<file path="src/firlp_pkg.sv">
// ----------------------------------------------------------------------------
// FIR low-pass package
// Shared widths, coefficient reset values and the sequencer control bundle.
// ----------------------------------------------------------------------------
`timescale 1ns / 1ps
`default_nettype none

package firlp_pkg;

    // Field widths fixed by the interface.
    localparam int SAMPLE_W      = 14;
    localparam int COEF_W        = 16;
    localparam int CFG_IDX_W     = 8;
    localparam int NUM_COEF_REGS = 8;

    // Product of an unsigned sample (zero-extended) and a signed coefficient.
    localparam int PROD_W = SAMPLE_W + 1 + COEF_W;

    // Defaults for the top-level parameters.
    localparam int TAPS_DEF      = 8;
    localparam int FRAC_BITS_DEF = 15;

    // Upper clamp of the output, in millivolts.
    localparam logic [SAMPLE_W-1:0] OUT_MAX = 14'd9999;

    // 2 kHz low-pass set, oldest tap first.
    localparam logic signed [COEF_W-1:0] COEF_RESET [NUM_COEF_REGS] = '{
        16'sd287, 16'sd1571, 16'sd5375, 16'sd9151,
        16'sd9151, 16'sd5375, 16'sd1571, 16'sd287
    };

    // Controls from the sequencer to the datapath.
    typedef struct packed {
        logic idle;      // ready for a new item
        logic shift_in;  // new sample enters the delay line
        logic rotate;    // delay line turns by one tap
        logic mul_en;    // multiply head sample by the current coefficient
        logic acc_clr;   // start a fresh sum
        logic load_out;  // move the finished result into the output register
    } t_seq_ctrl;

endpackage

`default_nettype wire

</file>
<file path="src/firlp_coef_regs.sv">
// ----------------------------------------------------------------------------
// FIR coefficient registers
// Holds the writable Q1.15 coefficients and selects the one for the current tap.
// ----------------------------------------------------------------------------
`timescale 1ns / 1ps
`default_nettype none

module firlp_coef_regs #(
    parameter int TAPS = firlp_pkg::TAPS_DEF
) (
    input  wire logic                                 i_clk,
    input  wire logic                                 i_rst_n,
    input  wire logic                                 i_cfg_valid,
    input  wire logic [firlp_pkg::CFG_IDX_W-1:0]      i_cfg_index,
    input  wire logic [firlp_pkg::COEF_W-1:0]         i_cfg_data,
    input  wire logic [$clog2(TAPS)-1:0]              i_tap,
    output logic signed [firlp_pkg::COEF_W-1:0]       o_coef
);

    localparam int NCOEF = (TAPS < firlp_pkg::NUM_COEF_REGS) ? TAPS
                                                             : firlp_pkg::NUM_COEF_REGS;
    localparam int IDX_W = $clog2(NCOEF);
    localparam int CNT_W = $clog2(TAPS);

    logic signed [firlp_pkg::COEF_W-1:0] r_coef [NCOEF];
    logic                                w_wr_ok;

    // A write beyond the stored coefficients is dropped.
    assign w_wr_ok = i_cfg_valid &&
                     (i_cfg_index < firlp_pkg::CFG_IDX_W'(NCOEF));

    // Coefficient storage, reset to the low-pass set.
    always_ff @(posedge i_clk) begin
        for (int k = 0; k < NCOEF; k++) begin
            if (!i_rst_n) begin
                r_coef[k] <= firlp_pkg::COEF_RESET[k];
            end else if (w_wr_ok && (i_cfg_index[IDX_W-1:0] == IDX_W'(k))) begin
                r_coef[k] <= $signed(i_cfg_data);
            end
        end
    end

    // Taps above the stored set carry a zero coefficient.
    always_comb begin
        if ({1'b0, i_tap} < (CNT_W + 1)'(NCOEF)) begin
            o_coef = r_coef[i_tap[IDX_W-1:0]];
        end else begin
            o_coef = '0;
        end
    end

endmodule

`default_nettype wire

</file>
<file path="src/firlp_delay_line.sv">
// ----------------------------------------------------------------------------
// FIR delay line
// Sample history that shifts in new items and rotates past the multiplier.
// ----------------------------------------------------------------------------
`timescale 1ns / 1ps
`default_nettype none

module firlp_delay_line #(
    parameter int TAPS = firlp_pkg::TAPS_DEF
) (
    input  wire logic                               i_clk,
    input  wire logic                               i_rst_n,
    input  wire firlp_pkg::t_seq_ctrl               i_ctrl,
    input  wire logic [firlp_pkg::SAMPLE_W-1:0]     i_sample,
    output logic [firlp_pkg::SAMPLE_W-1:0]          o_head
);

    logic [firlp_pkg::SAMPLE_W-1:0] r_line [TAPS];
    logic [firlp_pkg::SAMPLE_W-1:0] w_fill;

    // The top entry takes either the new sample or the old head when rotating.
    assign w_fill = i_ctrl.shift_in ? i_sample : r_line[0];

    // Between items entry 0 holds the oldest sample; a full rotation restores the order.
    always_ff @(posedge i_clk) begin
        if (!i_rst_n) begin
            for (int t = 0; t < TAPS; t++) begin
                r_line[t] <= '0;
            end
        end else if (i_ctrl.shift_in || i_ctrl.rotate) begin
            for (int t = 0; t < TAPS - 1; t++) begin
                r_line[t] <= r_line[t+1];
            end
            r_line[TAPS-1] <= w_fill;
        end
    end

    assign o_head = r_line[0];

endmodule

`default_nettype wire

</file>
<file path="src/firlp_mac.sv">
// ----------------------------------------------------------------------------
// FIR multiply-accumulate unit
// One registered multiplier feeding an accumulator, with scaling and clamping.
// ----------------------------------------------------------------------------
`timescale 1ns / 1ps
`default_nettype none

module firlp_mac #(
    parameter int TAPS           = firlp_pkg::TAPS_DEF,
    parameter int COEF_FRAC_BITS = firlp_pkg::FRAC_BITS_DEF
) (
    input  wire logic                                i_clk,
    input  wire logic                                i_rst_n,
    input  wire firlp_pkg::t_seq_ctrl                i_ctrl,
    input  wire logic [firlp_pkg::SAMPLE_W-1:0]      i_sample,
    input  wire logic signed [firlp_pkg::COEF_W-1:0] i_coef,
    output logic [firlp_pkg::SAMPLE_W-1:0]           o_result
);

    localparam int PROD_W = firlp_pkg::PROD_W;
    localparam int ACC_W  = PROD_W + $clog2(TAPS) + 1;

    logic signed [firlp_pkg::SAMPLE_W:0] w_sample_s;
    logic signed [PROD_W-1:0]            r_prod;
    logic                                r_prod_vld;
    logic signed [ACC_W-1:0]             r_acc;
    logic [ACC_W-1:0]                    w_scaled;

    assign w_sample_s = $signed({1'b0, i_sample});

    // Multiplier stage; the product is registered before it is summed.
    always_ff @(posedge i_clk) begin
        if (i_ctrl.mul_en) begin
            r_prod <= w_sample_s * i_coef;
        end
    end

    always_ff @(posedge i_clk) begin
        if (!i_rst_n) begin
            r_prod_vld <= 1'b0;
        end else begin
            r_prod_vld <= i_ctrl.mul_en;
        end
    end

    // Accumulator, cleared when an item is accepted.
    always_ff @(posedge i_clk) begin
        if (i_ctrl.acc_clr) begin
            r_acc <= '0;
        end else if (r_prod_vld) begin
            r_acc <= r_acc + ACC_W'(r_prod);
        end
    end

    // Drop the fraction, then clamp to the millivolt range.
    assign w_scaled = $unsigned(r_acc) >> COEF_FRAC_BITS;

    always_comb begin
        if (r_acc[ACC_W-1]) begin
            o_result = '0;
        end else if (w_scaled > ACC_W'(firlp_pkg::OUT_MAX)) begin
            o_result = firlp_pkg::OUT_MAX;
        end else begin
            o_result = w_scaled[firlp_pkg::SAMPLE_W-1:0];
        end
    end

endmodule

`default_nettype wire

</file>
<file path="src/firlp_seq.sv">
// ----------------------------------------------------------------------------
// FIR sequencer
// Steps the shared multiplier over every tap and hands the result to the output.
// ----------------------------------------------------------------------------
`timescale 1ns / 1ps
`default_nettype none

module firlp_seq #(
    parameter int TAPS = firlp_pkg::TAPS_DEF
) (
    input  wire logic                       i_clk,
    input  wire logic                       i_rst_n,
    input  wire logic                       i_in_valid,
    input  wire logic                       i_out_free,
    output firlp_pkg::t_seq_ctrl            o_ctrl,
    output logic [$clog2(TAPS)-1:0]         o_tap
);

    localparam int CNT_W = $clog2(TAPS);

    typedef enum logic [3:0] {
        S_IDLE  = 4'b0001,
        S_RUN   = 4'b0010,
        S_DRAIN = 4'b0100,
        S_DONE  = 4'b1000
    } t_state;

    t_state             r_state, n_state;
    logic [CNT_W-1:0]   r_cnt, n_cnt;
    logic               w_last;

    assign w_last = (r_cnt == CNT_W'(TAPS - 1));

    // Next state and control decode.
    always_comb begin
        n_state = r_state;
        n_cnt   = r_cnt;
        o_ctrl  = '0;
        unique case (r_state)
            S_IDLE: begin
                o_ctrl.idle = 1'b1;
                if (i_in_valid) begin
                    o_ctrl.shift_in = 1'b1;
                    o_ctrl.acc_clr  = 1'b1;
                    n_cnt           = '0;
                    n_state         = S_RUN;
                end
            end
            S_RUN: begin
                o_ctrl.mul_en = 1'b1;
                o_ctrl.rotate = 1'b1;
                n_cnt         = r_cnt + 1'b1;
                if (w_last) begin
                    n_state = S_DRAIN;
                end
            end
            S_DRAIN: begin
                // The last product is summed in this cycle.
                n_state = S_DONE;
            end
            S_DONE: begin
                if (i_out_free) begin
                    o_ctrl.load_out = 1'b1;
                    n_state         = S_IDLE;
                end
            end
            default: begin
                n_state = S_IDLE;
            end
        endcase
    end

    always_ff @(posedge i_clk) begin
        if (!i_rst_n) begin
            r_state <= S_IDLE;
            r_cnt   <= '0;
        end else begin
            r_state <= n_state;
            r_cnt   <= n_cnt;
        end
    end

    assign o_tap = r_cnt;

endmodule

`default_nettype wire

</file>
<file path="src/fir_lowpass_8tap.sv">
// ----------------------------------------------------------------------------
// Eight-tap FIR low-pass filter
// Filters millivolt samples with writable Q1.15 coefficients on one multiplier.
// ----------------------------------------------------------------------------
//  Channel   Direction  Handshake                 Payload
//  input     in         i_in_valid / o_in_stall   i_sample_mv (14 bit)
//  output    out        o_out_valid / i_out_stall o_filtered_mv (14 bit)
//  config    in         i_cfg_valid / o_cfg_ready i_cfg_index, i_cfg_data
//
// Each item is accepted, passed tap by tap through the shared multiplier, and
// its last product is summed before the result is loaded into the output
// register; the load waits while a stalled result still holds that register.
// Reset restores the low-pass coefficients and clears the delay line.
// A stalled result waits in the output register while the next item is taken.
// Coefficient writes are taken only while the block is idle.
// ----------------------------------------------------------------------------
`timescale 1ns / 1ps
`default_nettype none

module fir_lowpass_8tap #(
    parameter int TAPS           = firlp_pkg::TAPS_DEF,
    parameter int COEF_FRAC_BITS = firlp_pkg::FRAC_BITS_DEF
) (
    input  wire logic                             i_clk,
    input  wire logic                             i_rst_n,
    input  wire logic                             i_in_valid,
    output logic                                  o_in_stall,
    input  wire logic [firlp_pkg::SAMPLE_W-1:0]   i_sample_mv,
    output logic                                  o_out_valid,
    input  wire logic                             i_out_stall,
    output logic [firlp_pkg::SAMPLE_W-1:0]        o_filtered_mv,
    input  wire logic                             i_cfg_valid,
    output logic                                  o_cfg_ready,
    input  wire logic [firlp_pkg::CFG_IDX_W-1:0]  i_cfg_index,
    input  wire logic [firlp_pkg::COEF_W-1:0]     i_cfg_data
);

    firlp_pkg::t_seq_ctrl                w_ctrl;
    logic [$clog2(TAPS)-1:0]             w_tap;
    logic [firlp_pkg::SAMPLE_W-1:0]      w_head;
    logic signed [firlp_pkg::COEF_W-1:0] w_coef;
    logic [firlp_pkg::SAMPLE_W-1:0]      w_result;
    logic                                w_out_free;
    logic                                r_out_valid;
    logic [firlp_pkg::SAMPLE_W-1:0]      r_out_data;

    // The output register is free when empty or being taken this cycle.
    assign w_out_free = !r_out_valid || !i_out_stall;

    firlp_seq #(
        .TAPS (TAPS)
    ) u_seq (
        .i_clk      (i_clk),
        .i_rst_n    (i_rst_n),
        .i_in_valid (i_in_valid),
        .i_out_free (w_out_free),
        .o_ctrl     (w_ctrl),
        .o_tap      (w_tap)
    );

    firlp_delay_line #(
        .TAPS (TAPS)
    ) u_delay_line (
        .i_clk    (i_clk),
        .i_rst_n  (i_rst_n),
        .i_ctrl   (w_ctrl),
        .i_sample (i_sample_mv),
        .o_head   (w_head)
    );

    firlp_coef_regs #(
        .TAPS (TAPS)
    ) u_coef_regs (
        .i_clk       (i_clk),
        .i_rst_n     (i_rst_n),
        .i_cfg_valid (i_cfg_valid && o_cfg_ready),
        .i_cfg_index (i_cfg_index),
        .i_cfg_data  (i_cfg_data),
        .i_tap       (w_tap),
        .o_coef      (w_coef)
    );

    firlp_mac #(
        .TAPS           (TAPS),
        .COEF_FRAC_BITS (COEF_FRAC_BITS)
    ) u_mac (
        .i_clk    (i_clk),
        .i_rst_n  (i_rst_n),
        .i_ctrl   (w_ctrl),
        .i_sample (w_head),
        .i_coef   (w_coef),
        .o_result (w_result)
    );

    // Output register, set on load and cleared once the item is taken.
    always_ff @(posedge i_clk) begin
        if (!i_rst_n) begin
            r_out_valid <= 1'b0;
        end else if (w_ctrl.load_out) begin
            r_out_valid <= 1'b1;
        end else if (!i_out_stall) begin
            r_out_valid <= 1'b0;
        end
    end

    always_ff @(posedge i_clk) begin
        if (w_ctrl.load_out) begin
            r_out_data <= w_result;
        end
    end

    assign o_in_stall    = !w_ctrl.idle;
    assign o_out_valid   = r_out_valid;
    assign o_filtered_mv = r_out_data;
    assign o_cfg_ready   = w_ctrl.idle;

endmodule

`default_nettype wire
</file>
<file path="config.mk">
export PLATFORM = sky130hd
export DESIGN_NAME = fir_lowpass_8tap
export DESIGN_NICKNAME = d
export VERILOG_FILES = /design/src/firlp_pkg.sv /design/src/firlp_coef_regs.sv /design/src/firlp_delay_line.sv /design/src/firlp_mac.sv /design/src/firlp_seq.sv /design/src/fir_lowpass_8tap.sv
export SDC_FILE = /design/constraint.sdc
export NUM_CORES = 1
export LEC_CHECK = 0
export ABC_AREA = 1
export BUFFER_PORTS_ARGS = -buffer_cell sky130_fd_sc_hd__buf_2
export CAP_MARGIN = 20
export CORE_UTILIZATION = 39
export CTS_BUF_LIST = sky130_fd_sc_hd__clkbuf_2
export DETAILED_ROUTE_END_ITERATION = 10
export GPL_TIMING_DRIVEN = 1
export SYNTH_ARGS = -nofsm -noshare
export SYNTH_HDL_FRONTEND = slang
export SYNTH_SLANG_ARGS = --single-unit
export TNS_END_PERCENT = 30
</file>
<file path="constraint.sdc">
create_clock -name i_clk -period 12.81 [get_ports i_clk]
set_input_delay 0.6405 -clock i_clk [delete_from_list [all_inputs] [get_ports i_clk]]
set_output_delay 0.6405 -clock i_clk [all_outputs]
set_load 0.005 [all_outputs]
</file>
==> results.json, run 1 <==
{
  "status": "complete, no violations",
  "p_sw_share_pct": 48.09,
  "dp_hpwl_mm": 46.57,
  "synth.top_cell.area_share_pct": 35.47,
  "path_max_fanout": 65,
  "ir_drop_uv": 207.8,
  "drtPass1Iterations": 5,
  "synth_simple_gate_area_share_pct": 16.33,
  "yosysTopAreaCell": "edfxtp_1",
  "final_max_slew_viol_count": 0,
  "final_area_mm2": 0.02639,
  "post_dp_cell_area_mm2": 0.02512,
  "worst-endpoint-arrival_ns": 8.57,
  "hold_viol": 0,
  "rsz0062_at_grt": "false",
  "post_cts_buffers": 0,
  "fillCellCount": 5994,
  "syn_area_mm2": 0.02413,
  "tightest_slew_ns": 1.022,
  "period_share_pct": 60.91,
  "worstPathRequired_ns": 13.58,
  "vias_per_cell": 4.932,
  "grt_pass1_wl_mm": 97.55,
  "finalSetupViolCount": 0,
  "layout_common_cells": "545 x inv_1, 442 x nor2_1, 419 x nand2_1",
  "period_needed_ns": 7.803,
  "boundaryPins": 60,
  "drv_cap": 0,
  "hold_path.class": "input port to flop",
  "cts.sinks": 332,
  "rows": 90,
  "netlist_instances": 2645,
  "syn_area_per_cell_um2": 9.123,
  "cts_max_level": 3,
  "via_count": 17880,
  "power.share.clock_pct": 13.0,
  "grt_pass1_vias": 18770,
  "power.density_mw_per_mm2": 227.7,
  "sequentialPowerShare_pct": 24.8,
  "clockBufferDepth": 3,
  "max_freq_mhz": 128.2,
  "hold-path-cell-count": 3,
  "clk_pin_slew_ns": 0.13,
  "synth.area.top_cells": "edfxtp_1 35%, fa_1 18%, inv_1 8.5%",
  "synth_seq_cells": 332,
  "ctsResizeCount": 0,
  "final_layout_size_suffix_gt1_share_pct": 8.556,
  "clk_latency_ns": 1.10,
  "gp_congestion": 0.9478,
  "die_x_um": 250.7,
  "port_buffers": 59,
  "power_switching_uw": 2890,
  "setup_tns_ns": 0,
  "chipHeight_um": 250.7,
  "tritoncts": "yes",
  "ys_async_sr_fraction_pct": 0,
  "synth_enable_flop_cells": 285,
  "drc": 0,
  "synth_top_family_by_area": "adder cells",
  "antenna_found_initial": 2,
  "yosys_warnings": 0,
  "power.total_uw": 6009,
  "nNetsFinal": 3142,
  "critPathKind": "flop to flop",
  "cts_root_buf": "clkbuf_2",
  "synth_mux_area_share_pct": 1.327,
  "coreArea_mm2": 0.06070,
  "synth_compound_area_share_pct": 7.057,
  "synth_cell_types": 46,
  "grt_max_degree": 85,
  "end_kind": "flop",
  "ys.flop_type": "edfxtp_1",
  "combPwrFrac_pct": 62.3,
  "gr-total-overflow": 0,
  "wirelength_mm": 60.70,
  "drt-initial-drc-count": 997,
  "slew_headroom_pct": 31.87,
  "yosys.area_share.adder_pct": 23.93,
  "internal_power_uw": 3119,
  "fin_skew_ns": 0.1162,
  "synth_xor_area_share_pct": 1.670,
  "yosysSeqAreaShare_pct": 39.37,
  "start_kind": "flop",
  "die-area_mm2": 0.06287,
  "ant_nets": 0,
  "reg2regPathDepth": 24,
  "routedWlPerCell_um": 16.74,
  "gr-usage-all-layers_pct": 19.76,
  "start_util_pct": 39.75,
  "final_common_cell": "inv_1",
  "cts_made_buffers": 88,
  "syn_nets": 3018,
  "power.leakage_uw": 0.01213,
  "area_growth_pct": 9.386
}
[kinds of logic (layout without fill, tap and decap cells)]
kind of cell             after synthesis  count (layout)
AO/OA/AOI/OAI                        290             290
multiplexers                          32              32
adder cells (fa/ha/maj)              330             330
buffers and inverters                633             828
flip-flops                           332             332
AND/OR/NAND/NOR                      982             982
other                                  0               3
XOR/XNOR                              46              46
[flip-flops by register name, indices dropped and copies added (netlist names), named ones only]
signal / cells
u_mac.r_prod_vld: 1
u_coef_regs.r_coef: 128
u_mac.r_acc: 35
u_delay_line.r_line: 112
u_mac.r_prod: 31
o_filtered_mv: 14
u_seq.r_state: 4
o_out_valid: 1
u_seq.o_tap: 3
[per-stage QoR]
step           std cells  worst slack (ns)  hold WS (ns)  util [%]
2_1_floorplan       2645             6.577        0.4450         -
3_3_place_gp        3421             4.881        0.4685     41.39
3_5_place_dp        3421             4.814        0.4763     41.39
4_1_cts             3621             4.694       0.05139     43.43
5_1_grt             3625             4.460       0.09364     43.49
6_report            3625             5.007        0.1826     43.49
[layout make-up]
class / count / area, um2 / share of cell area, %
multi-input combinational: 1680 / 12170 / 46.09
sequential: 332 / 9502 / 36.00
inverter: 556 / 2090 / 7.917
tap: 782 / 978.4 / 3.707
timing repair buffer: 111 / 803.3 / 3.043
clock buffer: 123 / 615.6 / 2.332
clock inverter: 38 / 232.7 / 0.8817
antenna: 3 / 7.507 / 0.02844
[critical path, stage by stage, from the launching register on]
cell	delay, ns
dfxtp_2	0.33
buf_4	0.64
inv_1	0.33
buf_16	0.26
nor2_1	0.10
o221ai_1	0.15
nand2_2	0.24
inv_1	0.14
nand2_1	0.14
fa_1	0.56
fa_1	0.63
inv_1	0.20
fa_1	0.59
inv_1	0.09
fa_1	0.57
fa_1	0.43
fa_1	0.49
inv_1	0.04
ha_1	0.31
inv_1	0.09
nor3_1	0.30
nand4_1	0.26
or2_2	0.36
nand3_1	0.10
xor2_1	0.07
[Yosys cell counts (2+ instances only)]
| cell type | n |
|---|---|
| a211oi_1 | 2 |
| a21o_1 | 7 |
| a21oi_1 | 93 |
| a31oi_1 | 2 |
| buf_1 | 4 |
| buf_2 | 24 |
| buf_4 | 6 |
| buf_6 | 8 |
| clkbuf_1 | 35 |
| clkinv_1 | 5 |
| dfxtp_1 | 47 |
| edfxtp_1 | 285 |
| fa_1 | 219 |
| ha_1 | 111 |
| inv_1 | 546 |
| inv_2 | 4 |
| mux2i_1 | 32 |
| nand2_1 | 420 |
| nand2_2 | 3 |
| nand3_1 | 61 |
| nand3b_1 | 4 |
| nand4_1 | 11 |
| nor2_1 | 442 |
| nor2_2 | 13 |
| nor2_4 | 2 |
| nor3_1 | 15 |
| nor3_2 | 2 |
| o211ai_1 | 6 |
| o21a_1 | 3 |
| o21ai_0 | 114 |
| o21bai_1 | 24 |
| o221ai_1 | 34 |
| or2_2 | 4 |
| xnor2_1 | 17 |
| xor2_1 | 29 |
[timing repair]
action,4_1_cts,5_1_grt
hold buffers,39,0
endpoints found under the setup margin,0,0
endpoints found under the hold margin,142,0
[worst paths after layout]
path	start	endpoint	slack (ns)
min reg2reg	u_mac.r_acc[14]	u_mac.r_acc[14]	0.50
max reg2reg	flop	u_mac.r_prod[29]	5.01
max	flop	u_mac.r_prod[29]	5.01
min	i_rst_n	u_seq.r_state[0]	0.18
[routing by layer]
metal	vias up	share of wire (%)	track usage, %
li1	8603	-	-
met1	8688	42	24.05
met2	457	50	34.40
met3	131	4.4	3.013
met4	0	3.9	9.150
met5	-	0	0
[power by group through the flow]
stage / Combinational [uW] / Clock (uW) / Sequential [uW]
floorplan: 2840 / 0 / 1490
global placement: 3780 / 0 / 1510
detailed placement: 3790 / 0 / 1510
CTS: 3820 / 811 / 1490
global route: 4320 / 862 / 1500
finish: 3740 / 780 / 1490
Power figures use the tool's default switching activity.
==> run 2: changes to the inputs <==
Clock period 12.81 ns to 7.3 ns, I/O delays scaled along.
==> results.json, run 2 (synthesis gave the netlist of run 1 again) <==
{
  "status": "complete, no violations",
  "worstPathRequired_ns": 8.02,
  "fin_skew_ns": 0.1074,
  "clockBufferDepth": 3,
  "period_needed_ns": 6.844,
  "tritoncts": "yes",
  "cts.sinks": 332,
  "routedWlPerCell_um": 16.93,
  "power.density_mw_per_mm2": 396.3,
  "grt_max_degree": 85,
  "tightest_slew_ns": 1.005,
  "power.leakage_uw": 0.01233,
  "power.share.clock_pct": 12.7,
  "worst-endpoint-arrival_ns": 7.57,
  "final_max_slew_viol_count": 0,
  "drt-initial-drc-count": 1021,
  "crit_path_frequent_cell": "fa_1",
  "place_ws_ns": 0.4586,
  "nNetsFinal": 3186,
  "die_x_um": 250.7,
  "rsz0062_at_grt": "false",
  "crit_slowest_cell": "fa_1",
  "internal_power_uw": 5497,
  "antenna_found_initial": 2,
  "post_dp_cell_area_mm2": 0.02531,
  "slew_headroom_pct": 32.73,
  "critPathKind": "flop to flop",
  "cts_root_buf": "clkbuf_2",
  "setup_tns_ns": 0,
  "via_count": 18040,
  "power_switching_uw": 5098,
  "cts_max_level": 3,
  "gr-total-overflow": 0,
  "grt_pass1_vias": 18870,
  "start_kind": "flop",
  "cp_cell_sequence": "buf_4 > o21ai_0 > o221ai_1 > nand2_2 > nor2_1 > inv_1 > fa_1 > fa_1 > inv_1 > fa_1 > fa_1 > fa_1 > fa_1 > ha_1 > nand2_1 > nor3_1 > nand4_1 > nand3_1 > a21oi_1 > xnor2_1",
  "clk_latency_ns": 1.07,
  "layout_common_cells": "544 x inv_1, 442 x nor2_1, 419 x nand2_1",
  "final_common_cell": "inv_1",
  "rows": 90,
  "fillCellCount": 5977,
  "top_register": "u_coef_regs.r_coef",
  "min_from": "i_cfg_data[3]",
  "cts_made_buffers": 90,
  "crit_buf_inv": 3,
  "ant_nets": 0,
  "drc": 0,
  "drv_cap": 0,
  "final_area_mm2": 0.02673,
  "largest_reg_flops": 128,
  "drtPass1Iterations": 6,
  "area_growth_pct": 10.79,
  "final_layout_size_suffix_gt1_share_pct": 9.691,
  "gr-usage-all-layers_pct": 20.20,
  "critical_path.top_delay_family": "adder cells",
  "gp_congestion": 0.9527,
  "path_max_fanout": 26,
  "coreArea_mm2": 0.06070,
  "die-area_mm2": 0.06287,
  "max_freq_mhz": 146.1,
  "chipHeight_um": 250.7,
  "hold_viol": 0,
  "sequentialPowerShare_pct": 24.6,
  "period_share_pct": 93.76,
  "wirelength_mm": 61.99,
  "finalSetupViolCount": 0,
  "top_regs": "u_coef_regs.r_coef (128), u_delay_line.r_line (112), u_mac.r_acc (35)",
  "port_buffers": 59,
  "power.total_uw": 10600,
  "final.setup.worst_slack_ns": 0.4559,
  "timing.hold.ws_ns": 0.2307,
  "dp_hpwl_mm": 47.00,
  "p_sw_share_pct": 48.11,
  "combPwrFrac_pct": 62.7,
  "end_kind": "flop",
  "critPathMaxStageDelay_ns": 0.63,
  "start_util_pct": 39.75,
  "boundaryPins": 60,
  "ir_drop_uv": 358.7,
  "vias_per_cell": 4.927,
  "grt_pass1_wl_mm": 99.17,
  "hold_path.class": "input port to flop",
  "clk_pin_slew_ns": 0.10
}
-- run 2: changes by cell type in the layout (fill, tap and decap cells not counted), sizes merged --
cell | previous run | this run
inv | 555 | 554
clkinvlp | 1 | 2
bufinv | 2 | 1
clkinv | 36 | 16
diode | 3 | 1
dlygate4sd3 | 39 | 60
clkbuf | 123 | 141
buf | 72 | 93
-- run 2: path summary, 6_finish.rpt --
check | endpoint | cells after the start | slack [ns]
worst min-delay path | u_coef_regs.r_coef[0][3] | 4 | 0.23
worst max register to register | u_mac.r_prod[25] | 20 | 0.46
worst min register to register | u_delay_line.r_line[1][25] | 2 | 0.49
worst max-delay path | u_mac.r_prod[25] | 20 | 0.46
-- run 2: power by group through the flow --
| stage | Combinational [uW] | Clock (uW) | Sequential, uW |
|---|---|---|---|
| 6_report | 6650 | 1340 | 2600 |
| 5_1_grt | 7630 | 1490 | 2620 |
| 4_1_cts | 6730 | 1400 | 2610 |
| 3_5_place_dp | 6660 | 0 | 2650 |
| 3_3_place_gp | 6580 | 0 | 2650 |
| 2_1_floorplan | 4990 | 0 | 2610 |
-- run 2: through the flow --
stage | utilization (%) | instances
floorplan | - | 2645
global placement | 41.70 | 3443
detailed placement | 41.70 | 3443
CTS | 44.04 | 3661
global route | 44.04 | 3662
finish | 44.04 | 3662
-- run 2: repair_timing --
| item | in CTS | in global routing |
|---|---|---|
| setup buffers | 0 | 0 |
| gates resized for setup | 0 | 1 |
| hold endpoints to repair | 177 | 0 |
| hold buffers | 60 | 0 |
| endpoints found under the setup margin | 0 | 2 |
-- run 2: layout make-up --
type                       count  area [um2]  share of cell area, %
multi-input combinational   1680       12170                  45.51
sequential                   332        9502                  35.54
inverter                     556        2090                  7.816
timing repair buffer         153        1176                  4.400
tap                          782       978.4                  3.660
clock buffer                 141       705.7                  2.640
clock inverter                17       113.9                 0.4259
antenna                        1       2.502               0.009361
-- run 2: metal layers --
layer  GRT usage (%)  share of wire (%)  vias to the layer above  wire (um)
met2           35.55                 51                      449      31380
met4           9.010                3.3                        0       2062
li1                -                  -                     8680          -
met1           24.38                 42                     8780      26100
met5               0                  0                        -          0
met3           3.117                4.0                      133       2453
-- run 2: tightest hold or removal path, stage by stage --
cell and delay [ns]:
dlygate4sd3_1 0.52, buf_2 0.09, inv_1 0.10, nand2_1 0.09
